**src/rtl/core/ecd_pkg.sv**
```systemverilog
package ecd_pkg;

    // Field widths of the request and result.
    localparam int unsigned SECS_W   = 32;
    localparam int unsigned YEAR_W   = 12;
    localparam int unsigned MONTH_W  = 4;
    localparam int unsigned DAY_W    = 5;
    localparam int unsigned HOUR_W   = 5;
    localparam int unsigned MINUTE_W = 6;
    localparam int unsigned SECOND_W = 6;
    localparam int unsigned DAYS_W   = 16;

    // Pipeline depth; stages 2 through 7 belong to the date path.
    localparam int unsigned NUM_STAGES = 8;
    localparam int unsigned DATE_STAGES = 6;

    localparam int unsigned DAYS_SHIFT   = 719468;
    localparam int unsigned DAYS_PER_ERA = 146097;
    localparam int unsigned ERA4_START   = 4 * DAYS_PER_ERA;
    localparam int unsigned ERA5_START   = 5 * DAYS_PER_ERA;
    localparam int unsigned LAST_DOE     = 146096;
    localparam int unsigned CENT_DAYS    = 36524;

    // Reciprocals rounded up; each is exact over the operand range it sees.
    localparam int unsigned RECIP_675   = 50903317;  // x < 2^25, shift 35
    localparam int unsigned RECIP_365_A = 91930;     // x <= 36524, shift 25
    localparam int unsigned RECIP_365_B = 367720;    // x <= 146096, shift 27
    localparam int unsigned RECIP_153   = 3427;      // x <= 1827, shift 19
    localparam int unsigned RECIP_3600  = 149131;    // x < 86400, shift 29
    localparam int unsigned RECIP_60    = 4370;      // x < 3600, shift 18

    typedef logic [DATE_STAGES-1:0] date_en_t;

    // Days from March 1 to the first day of the shifted month index.
    function automatic logic [8:0] month_start(input logic [3:0] mp);
        logic [8:0] res;
        begin
            unique case (mp)
                4'd0:    res = 9'd0;
                4'd1:    res = 9'd31;
                4'd2:    res = 9'd61;
                4'd3:    res = 9'd92;
                4'd4:    res = 9'd122;
                4'd5:    res = 9'd153;
                4'd6:    res = 9'd184;
                4'd7:    res = 9'd214;
                4'd8:    res = 9'd245;
                4'd9:    res = 9'd275;
                4'd10:   res = 9'd306;
                4'd11:   res = 9'd337;
                default: res = 9'd0;
            endcase
            return res;
        end
    endfunction

endpackage

```
**src/rtl/core/ecd_date.sv**
```systemverilog
module ecd_date (
    input  logic                          clk,
    input  ecd_pkg::date_en_t             en,
    input  logic [ecd_pkg::DAYS_W-1:0]    days,
    output logic [ecd_pkg::YEAR_W-1:0]    year,
    output logic [ecd_pkg::MONTH_W-1:0]   month,
    output logic [ecd_pkg::DAY_W-1:0]     day
);
    import ecd_pkg::*;

    logic [17:0] doe_s2_reg, doe_s2_next;
    logic        era_s2_reg, era_s2_next;
    logic [19:0] z;

    logic [32:0] p1_s3_reg, p1_s3_next;
    logic [17:0] doe_s3_reg;
    logic        era_s3_reg;

    logic [7:0]  q1460;
    logic [2:0]  q36524;
    logic        q146096;
    logic [17:0] n;
    logic [35:0] p2_s4_reg, p2_s4_next;
    logic [17:0] doe_s4_reg;
    logic        era_s4_reg;

    logic [8:0]  yoe;
    logic [1:0]  yoe_q100;
    logic [17:0] yr_days;
    logic [8:0]  doy_s5_reg, doy_s5_next;
    logic [8:0]  yoe_s5_reg;
    logic        era_s5_reg;

    logic [10:0] mp_num;
    logic [22:0] p3_s6_reg, p3_s6_next;
    logic [8:0]  doy_s6_reg;
    logic [8:0]  yoe_s6_reg;
    logic        era_s6_reg;

    logic [3:0]  mp;
    logic [3:0]  month_next;
    logic [4:0]  day_next;
    logic [11:0] year_next;
    logic [11:0] year_s7_reg;
    logic [3:0]  month_s7_reg;
    logic [4:0]  day_s7_reg;

    // Shift to a March-based count from year 0 and find the 400-year era.
    always_comb
    begin
        z           = 20'(days) + 20'(DAYS_SHIFT);
        era_s2_next = (z >= 20'(ERA5_START));
        doe_s2_next = 18'(z - (era_s2_next ? 20'(ERA5_START) : 20'(ERA4_START)));
    end

    assign p1_s3_next = 33'(doe_s2_reg[17:2]) * 33'(RECIP_365_A);

    // Year of era: correct the day count for leap days, then divide by 365.
    always_comb
    begin
        q1460   = p1_s3_reg[32:25];
        q146096 = (doe_s3_reg == 18'(LAST_DOE));
        if (doe_s3_reg >= 18'(4 * CENT_DAYS))
        begin
            q36524 = 3'd4;
        end
        else if (doe_s3_reg >= 18'(3 * CENT_DAYS))
        begin
            q36524 = 3'd3;
        end
        else if (doe_s3_reg >= 18'(2 * CENT_DAYS))
        begin
            q36524 = 3'd2;
        end
        else if (doe_s3_reg >= 18'(CENT_DAYS))
        begin
            q36524 = 3'd1;
        end
        else
        begin
            q36524 = 3'd0;
        end
        n          = doe_s3_reg - 18'(q1460) + 18'(q36524) - 18'(q146096);
        p2_s4_next = 36'(n) * 36'(RECIP_365_B);
    end

    always_comb
    begin
        yoe = p2_s4_reg[35:27];
        if (yoe >= 9'd300)
        begin
            yoe_q100 = 2'd3;
        end
        else if (yoe >= 9'd200)
        begin
            yoe_q100 = 2'd2;
        end
        else if (yoe >= 9'd100)
        begin
            yoe_q100 = 2'd1;
        end
        else
        begin
            yoe_q100 = 2'd0;
        end
        yr_days     = 18'(yoe) * 18'd365 + 18'(yoe[8:2]) - 18'(yoe_q100);
        doy_s5_next = 9'(doe_s4_reg - yr_days);
    end

    always_comb
    begin
        mp_num     = 11'(doy_s5_reg) * 11'd5 + 11'd2;
        p3_s6_next = 23'(mp_num) * 23'(RECIP_153);
    end

    // Month index counts from March, so January and February close the year.
    always_comb
    begin
        mp         = p3_s6_reg[22:19];
        day_next   = 5'(doy_s6_reg - month_start(mp) + 9'd1);
        month_next = (mp < 4'd10) ? (mp + 4'd3) : (mp - 4'd9);
        year_next  = 12'(yoe_s6_reg) + (era_s6_reg ? 12'd2000 : 12'd1600)
                   + ((month_next <= 4'd2) ? 12'd1 : 12'd0);
    end

    always_ff @(posedge clk)
    begin
        if (en[0])
        begin
            doe_s2_reg <= doe_s2_next;
            era_s2_reg <= era_s2_next;
        end
        if (en[1])
        begin
            p1_s3_reg  <= p1_s3_next;
            doe_s3_reg <= doe_s2_reg;
            era_s3_reg <= era_s2_reg;
        end
        if (en[2])
        begin
            p2_s4_reg  <= p2_s4_next;
            doe_s4_reg <= doe_s3_reg;
            era_s4_reg <= era_s3_reg;
        end
        if (en[3])
        begin
            doy_s5_reg <= doy_s5_next;
            yoe_s5_reg <= yoe;
            era_s5_reg <= era_s4_reg;
        end
        if (en[4])
        begin
            p3_s6_reg  <= p3_s6_next;
            doy_s6_reg <= doy_s5_reg;
            yoe_s6_reg <= yoe_s5_reg;
            era_s6_reg <= era_s5_reg;
        end
        if (en[5])
        begin
            year_s7_reg  <= year_next;
            month_s7_reg <= month_next;
            day_s7_reg   <= day_next;
        end
    end

    assign year  = year_s7_reg;
    assign month = month_s7_reg;
    assign day   = day_s7_reg;

endmodule

```
**src/rtl/core/epoch_seconds_to_civil_datetime.sv**
```systemverilog
// Throughput: one request per cycle while the output is not stalled; each of
// the eight stages holds one item and loads whenever the stage after it is
// free or being emptied.
// The clock rate is set by the longest stage.
// Reset clears only the stage valid bits; the datapath registers are not reset.
module epoch_seconds_to_civil_datetime (
    input  logic                            clk,
    input  logic                            rst_n,
    input  logic                            in_valid,
    output logic                            in_stall,
    input  logic [ecd_pkg::SECS_W-1:0]      epoch_seconds,
    output logic                            out_valid,
    input  logic                            out_stall,
    output logic [ecd_pkg::YEAR_W-1:0]      year,
    output logic [ecd_pkg::MONTH_W-1:0]     month,
    output logic [ecd_pkg::DAY_W-1:0]       day,
    output logic [ecd_pkg::HOUR_W-1:0]      hour,
    output logic [ecd_pkg::MINUTE_W-1:0]    minute,
    output logic [ecd_pkg::SECOND_W-1:0]    second
);
    import ecd_pkg::*;

    logic [NUM_STAGES-1:0] vld_reg;
    logic [NUM_STAGES-1:0] rdy;

    logic [50:0] p0_s0_reg, p0_s0_next;
    logic [24:0] q0_s0_reg;
    logic [6:0]  lo_s0_reg;

    logic [15:0] days_next;
    logic [9:0]  rem_next;
    logic [15:0] days_s1_reg;
    logic [16:0] sod_s1_reg;

    logic [33:0] ph_s2_reg, ph_s2_next;
    logic [16:0] sod_s2_reg;

    logic [4:0]  hour_next;
    logic [11:0] r_s3_next;
    logic [11:0] r_s3_reg;
    logic [4:0]  hour_s3_reg, hour_s4_reg, hour_s5_reg, hour_s6_reg, hour_s7_reg;

    logic [23:0] pm_s4_reg, pm_s4_next;
    logic [11:0] r_s4_reg;

    logic [5:0]  min_next;
    logic [5:0]  sec_next;
    logic [5:0]  min_s5_reg, min_s6_reg, min_s7_reg;
    logic [5:0]  sec_s5_reg, sec_s6_reg, sec_s7_reg;

    // A stage may load when it is empty or the stage after it takes its item.
    always_comb
    begin
        rdy[NUM_STAGES-1] = !vld_reg[NUM_STAGES-1] || !out_stall;
        for (int i = NUM_STAGES - 2; i >= 0; i--)
        begin
            rdy[i] = !vld_reg[i] || rdy[i+1];
        end
    end

    assign in_stall  = !rdy[0];
    assign out_valid = vld_reg[NUM_STAGES-1];

    always_ff @(posedge clk or negedge rst_n)
    begin
        if (!rst_n)
        begin
            vld_reg <= '0;
        end
        else
        begin
            if (rdy[0])
            begin
                vld_reg[0] <= in_valid;
            end
            for (int i = 1; i < NUM_STAGES; i++)
            begin
                if (rdy[i])
                begin
                    vld_reg[i] <= vld_reg[i-1];
                end
            end
        end
    end

    // 86400 = 128 * 675: the low seven bits pass straight into the seconds of day.
    assign p0_s0_next = 51'(epoch_seconds[31:7]) * 51'(RECIP_675);

    always_comb
    begin
        days_next = p0_s0_reg[50:35];
        rem_next  = 10'(q0_s0_reg - 25'(days_next) * 25'd675);
    end

    assign ph_s2_next = 34'(sod_s1_reg) * 34'(RECIP_3600);

    always_comb
    begin
        hour_next = ph_s2_reg[33:29];
        r_s3_next = 12'(sod_s2_reg - 17'(hour_next) * 17'd3600);
    end

    assign pm_s4_next = 24'(r_s3_reg) * 24'(RECIP_60);

    always_comb
    begin
        min_next = pm_s4_reg[23:18];
        sec_next = 6'(r_s4_reg - 12'(min_next) * 12'd60);
    end

    always_ff @(posedge clk)
    begin
        if (rdy[0])
        begin
            p0_s0_reg <= p0_s0_next;
            q0_s0_reg <= epoch_seconds[31:7];
            lo_s0_reg <= epoch_seconds[6:0];
        end
        if (rdy[1])
        begin
            days_s1_reg <= days_next;
            sod_s1_reg  <= {rem_next, lo_s0_reg};
        end
        if (rdy[2])
        begin
            ph_s2_reg  <= ph_s2_next;
            sod_s2_reg <= sod_s1_reg;
        end
        if (rdy[3])
        begin
            r_s3_reg    <= r_s3_next;
            hour_s3_reg <= hour_next;
        end
        if (rdy[4])
        begin
            pm_s4_reg   <= pm_s4_next;
            r_s4_reg    <= r_s3_reg;
            hour_s4_reg <= hour_s3_reg;
        end
        if (rdy[5])
        begin
            min_s5_reg  <= min_next;
            sec_s5_reg  <= sec_next;
            hour_s5_reg <= hour_s4_reg;
        end
        if (rdy[6])
        begin
            min_s6_reg  <= min_s5_reg;
            sec_s6_reg  <= sec_s5_reg;
            hour_s6_reg <= hour_s5_reg;
        end
        if (rdy[7])
        begin
            min_s7_reg  <= min_s6_reg;
            sec_s7_reg  <= sec_s6_reg;
            hour_s7_reg <= hour_s6_reg;
        end
    end

    ecd_date u_date (
        .clk   (clk),
        .en    (date_en_t'(rdy[NUM_STAGES-1:2])),
        .days  (days_s1_reg),
        .year  (year),
        .month (month),
        .day   (day)
    );

    assign hour   = hour_s7_reg;
    assign minute = min_s7_reg;
    assign second = sec_s7_reg;

    // An empty output stage means the whole chain can move.
    a_empty_out_no_stall: assert property (@(posedge clk) disable iff (!rst_n)
        !vld_reg[NUM_STAGES-1] |-> !in_stall)
        else $error("input stalled while the output stage is empty");

    a_time_range: assert property (@(posedge clk) disable iff (!rst_n)
        out_valid |-> (hour < 5'd24) && (minute < 6'd60) && (second < 6'd60))
        else $error("time of day out of range");

    a_date_range: assert property (@(posedge clk) disable iff (!rst_n)
        out_valid |-> (month >= 4'd1) && (month <= 4'd12) && (day >= 5'd1)
                      && (year >= 12'd1970) && (year <= 12'd2106))
        else $error("calendar date out of range");

endmodule
```
**config.mk**
```make
export PLATFORM = sky130hd
export DESIGN_NAME = epoch_seconds_to_civil_datetime
export DESIGN_NICKNAME = d
export VERILOG_FILES = /design/src/rtl/core/ecd_pkg.sv /design/src/rtl/core/ecd_date.sv /design/src/rtl/core/epoch_seconds_to_civil_datetime.sv
export SDC_FILE = /design/constraint.sdc
export NUM_CORES = 2
export LEC_CHECK = 0
export BUFFER_PORTS_ARGS = -buffer_cell sky130_fd_sc_hd__buf_4
export CAP_MARGIN = 20
export CORE_ASPECT_RATIO = 0.75
export CORE_MARGIN = 2
export CORE_UTILIZATION = 55
export CTS_CLUSTER_SIZE = 14
export DETAILED_ROUTE_END_ITERATION = 10
export PLACE_DENSITY = 0.84
export SLEW_MARGIN = 20
export SYNTH_ARGS = -nofsm -noshare
export SYNTH_HDL_FRONTEND = slang
export SYNTH_HIERARCHICAL = 1
export SYNTH_SLANG_ARGS = --single-unit
```
**constraint.sdc**
```tcl
create_clock -name clk -period 9.5 [get_ports clk]
set_input_delay 0.475 -clock clk [delete_from_list [all_inputs] [get_ports clk]]
set_output_delay 0.475 -clock clk [all_outputs]
set_load 0.02 [all_outputs]
```
==> impl_metrics.ini <==
[outcome]
run_status = completed

[synthesis]
async_flop_share = 0.0262
synth_flop_cell = sky130_fd_sc_hd__edfxtp_1
synth_area_per_cell_sq_um = 11.2
synth.net_count = 5345
number_of_synthesized_register_bits = 305
synth_enable_flop_cells = 292
post_synth_num_cell_types = 81
synth.cell_area_sq_mm = 0.0419
synth_sequential_area_ratio = 0.216
synth-warning-count = 6
post_synth_inst_count = 3744

[timing]
period_share = 0.955
achievable-frequency_mhz = 110
max_slew.worst_pin.slew_ns = 0.969
fin_hold_ws_ns = 0.0622
maxSlewViolCount = 0
clock-skew-final_ns = 0.0110
setup_viol = 0
finalHoldViolCount = 0
final_critical_delay_including_setup_and_external_delays_ns = 9.07
timing.max_slew.rel_slack = 0.352

[finish]
multi_input_comb_area_sq_mm = 0.0294
final_net_count = 5521
register_area_sq_mm = 0.00907
antenna-diode-count = 0
drive_above_1_share = 0.0735
post_layout_nonfiller_instances = 4966
layout.cells.most_common = sky130_fd_sc_hd__ha_1
layout_common_cells = sky130_fd_sc_hd__ha_1 (1029), sky130_fd_sc_hd__inv_1 (1015), sky130_fd_sc_hd__fa_1 (517)
fillCellCount = 5749
area_delta_synth_final_pct = 8.97

[die]
die-height_um = 243
coreArea_sq_mm = 0.0753
die_width_um = 323
placementRows = 87
floorplan.die_area_sq_mm = 0.0785
initial_utilization = 0.557
ios = 76

[worst_hold_path]
hold_path.startpoint = epoch_seconds[5]
holdCritPathClass = input port to flop
holdPathStages = 1
timing.hold.worst_endpoint = lo_s0_reg[5]

[cts]
clock_insertion_delay_worst_skew_ns = 0.58
cts_htree_levels = 1
root_buffer = sky130_fd_sc_hd__clkbuf_16
cts_tree = done
numCtsBuffers = 31
clk_pin_slew_ns = 0.07
clock_tree.buffer_depth = 3
cts_sinks = 305

[setup_path]
timing.setup.critical_path_class = flop to flop
reg2reg_setup_slack_ns = 0.43
worst_setup_path_end_kind = flop
reg2regPathDepth = 44
timing.rr.start = u_date/doe_s3_reg[1]
arrival_ns = 9.40
timing.critical_path.from_type = flop
crit_path_top_delay_cell = sky130_fd_sc_hd__fa_1
critPathMaxFanout = 3
r2r-end = u_date/p2_s4_reg[35]
critical-path-max-stage-delay_ns = 0.55
cp.required_ns = 9.82

[global_route]
number_of_antenna_violations_at_the_first_check_in_global_routing = 1
grt_max_degree = 46
overall_global_routing_usage = 0.222
grt_pass1_wl_mm = 140
grt_overflow = 0
first_global_vias = 28100

[routing]
drt.antenna.violating_nets = 0
drt_first_iter_violations = 1350
routed_wirelength_mm = 84.6
average_wire_per_standard_cell_um = 17.0
post-route-drc-count = 0
vias = 26200
drt_pre_antenna_iters = 5
viasPerCell = 5.29

[placed_design]
dp_cells = 4898
place_hpwl_mm = 70.4
globalplace.congestion = 0.928
port_buffers = 75

[run]
drv.max_cap_violation_count = 0
## cell type report
type                       count  area share
multi-input combinational   2417       0.643
clock buffer                  39      0.0183
sequential                   305       0.198
tap                         1023      0.0280
timing repair buffer         145      0.0240
clock inverter                17     0.00413
inverter                    1020      0.0838
## critical path, delay by kind of cell (launching register included)
| kind | cells | cell delay (ns) |
|---|---|---|
| AO/OA/AOI/OAI | 15 | 2.27 |
| XOR/XNOR | 2 | 0.24 |
| adder cells (fa/ha/maj) | 10 | 3.99 |
| buffers and inverters | 8 | 0.68 |
| flip-flops | 1 | 0.43 |
| AND/OR/NAND/NOR | 9 | 1.21 |
## through the flow
step,area [sq um],worst slack (ns),TNS (ns),util
2_1_floorplan,41900,0.0138,0,-
3_3_place_gp,44200,-0.0630,-0.0820,0.587
3_5_place_dp,44200,-0.220,-0.621,0.587
4_1_cts,45300,0.0124,0,0.601
5_1_grt,45700,-0.193,-0.672,0.607
6_report,45700,0.426,0,0.607
## Yosys cell counts (all sizes together), types with 3 or more instances
| library cell | instances | area [sq um] |
|---|---|---|
| a211oi | 16 | 125 |
| a21boi | 8 | 60.1 |
| a21o | 35 | 263 |
| a21oi | 105 | 526 |
| a221o | 4 | 40.0 |
| a311oi | 4 | 41.3 |
| a31oi | 8 | 50.1 |
| a41o | 3 | 30.0 |
| a41oi | 3 | 26.3 |
| and2 | 12 | 75.1 |
| and3 | 11 | 68.8 |
| dfrtp | 8 | 200 |
| dfxtp | 5 | 100 |
| edfxtp | 292 | 8770 |
| fa | 522 | 10500 |
| ha | 1043 | 13100 |
| inv | 1020 | 3830 |
| mux2i | 4 | 40.0 |
| nand2 | 75 | 282 |
| nand2b | 26 | 163 |
| nand3 | 24 | 120 |
| nand3b | 3 | 22.5 |
| nand4 | 16 | 113 |
| nor2 | 88 | 330 |
| nor2b | 23 | 144 |
| nor3 | 27 | 168 |
| nor4 | 8 | 50.1 |
| o2111ai | 4 | 35.0 |
| o211ai | 9 | 67.6 |
| o21a | 18 | 135 |
| o21ai | 66 | 330 |
| o21bai | 15 | 120 |
| o31ai | 7 | 66.3 |
| o41ai | 3 | 33.8 |
| or2 | 15 | 93.8 |
| xnor2 | 119 | 1040 |
| xor2 | 52 | 463 |
## per-layer routing
layer	global-route usage	up-vias	wire length, um
met2	0.362	663	39100
met3	0.0385	139	5300
met5	0	-	0
li1	-	12500	-
met4	0.0508	0	2150
met1	0.309	13000	38000
## worst max path at each step
stage,startpoint,end,slack [ns],cells after the start
finish,u_date/doe_s3_reg[1],u_date/p2_s4_reg[35],0.43,44
global route,u_date/doe_s3_reg[4],u_date/p2_s4_reg[33],-0.19,48
CTS,u_date/doe_s3_reg[10],u_date/p2_s4_reg[35],0.01,43
detailed placement,u_date/doe_s3_reg[10],u_date/p2_s4_reg[35],-0.22,41
global placement,u_date/doe_s3_reg[10],u_date/p2_s4_reg[35],-0.06,41
floorplan,u_date/doe_s3_reg[14],u_date/p2_s4_reg[35],0.01,41
## kinds of logic (layout without fill, tap and decap cells)
family | count (synthesis) | after routing | synth area share
xor+xnor | 171 | 171 | 0.0359
compound gates | 335 | 335 | 0.0531
buf+inv | 1022 | 1221 | 0.0915
fa+ha+maj | 1565 | 1565 | 0.560
flops | 305 | 305 | 0.216
simple gates | 340 | 340 | 0.0413
mux | 6 | 6 | 0.00158
## what timing repair did
| action | 4_1_cts | 5_1_grt |
|---|---|---|
| endpoints found under the hold margin | 8 | 0 |
| gates resized for setup | 7 | 65 |
| hold buffers | 1 | 0 |
| endpoints found under the setup margin | 6 | 9 |
| gates cloned | 0 | 1 |
| pin swaps | 2 | 52 |
| setup buffers | 2 | 9 |
Power is left out: the tool's default activity adds up to more than one toggle a clock period on the data nets, which glitch-free logic cannot reach.
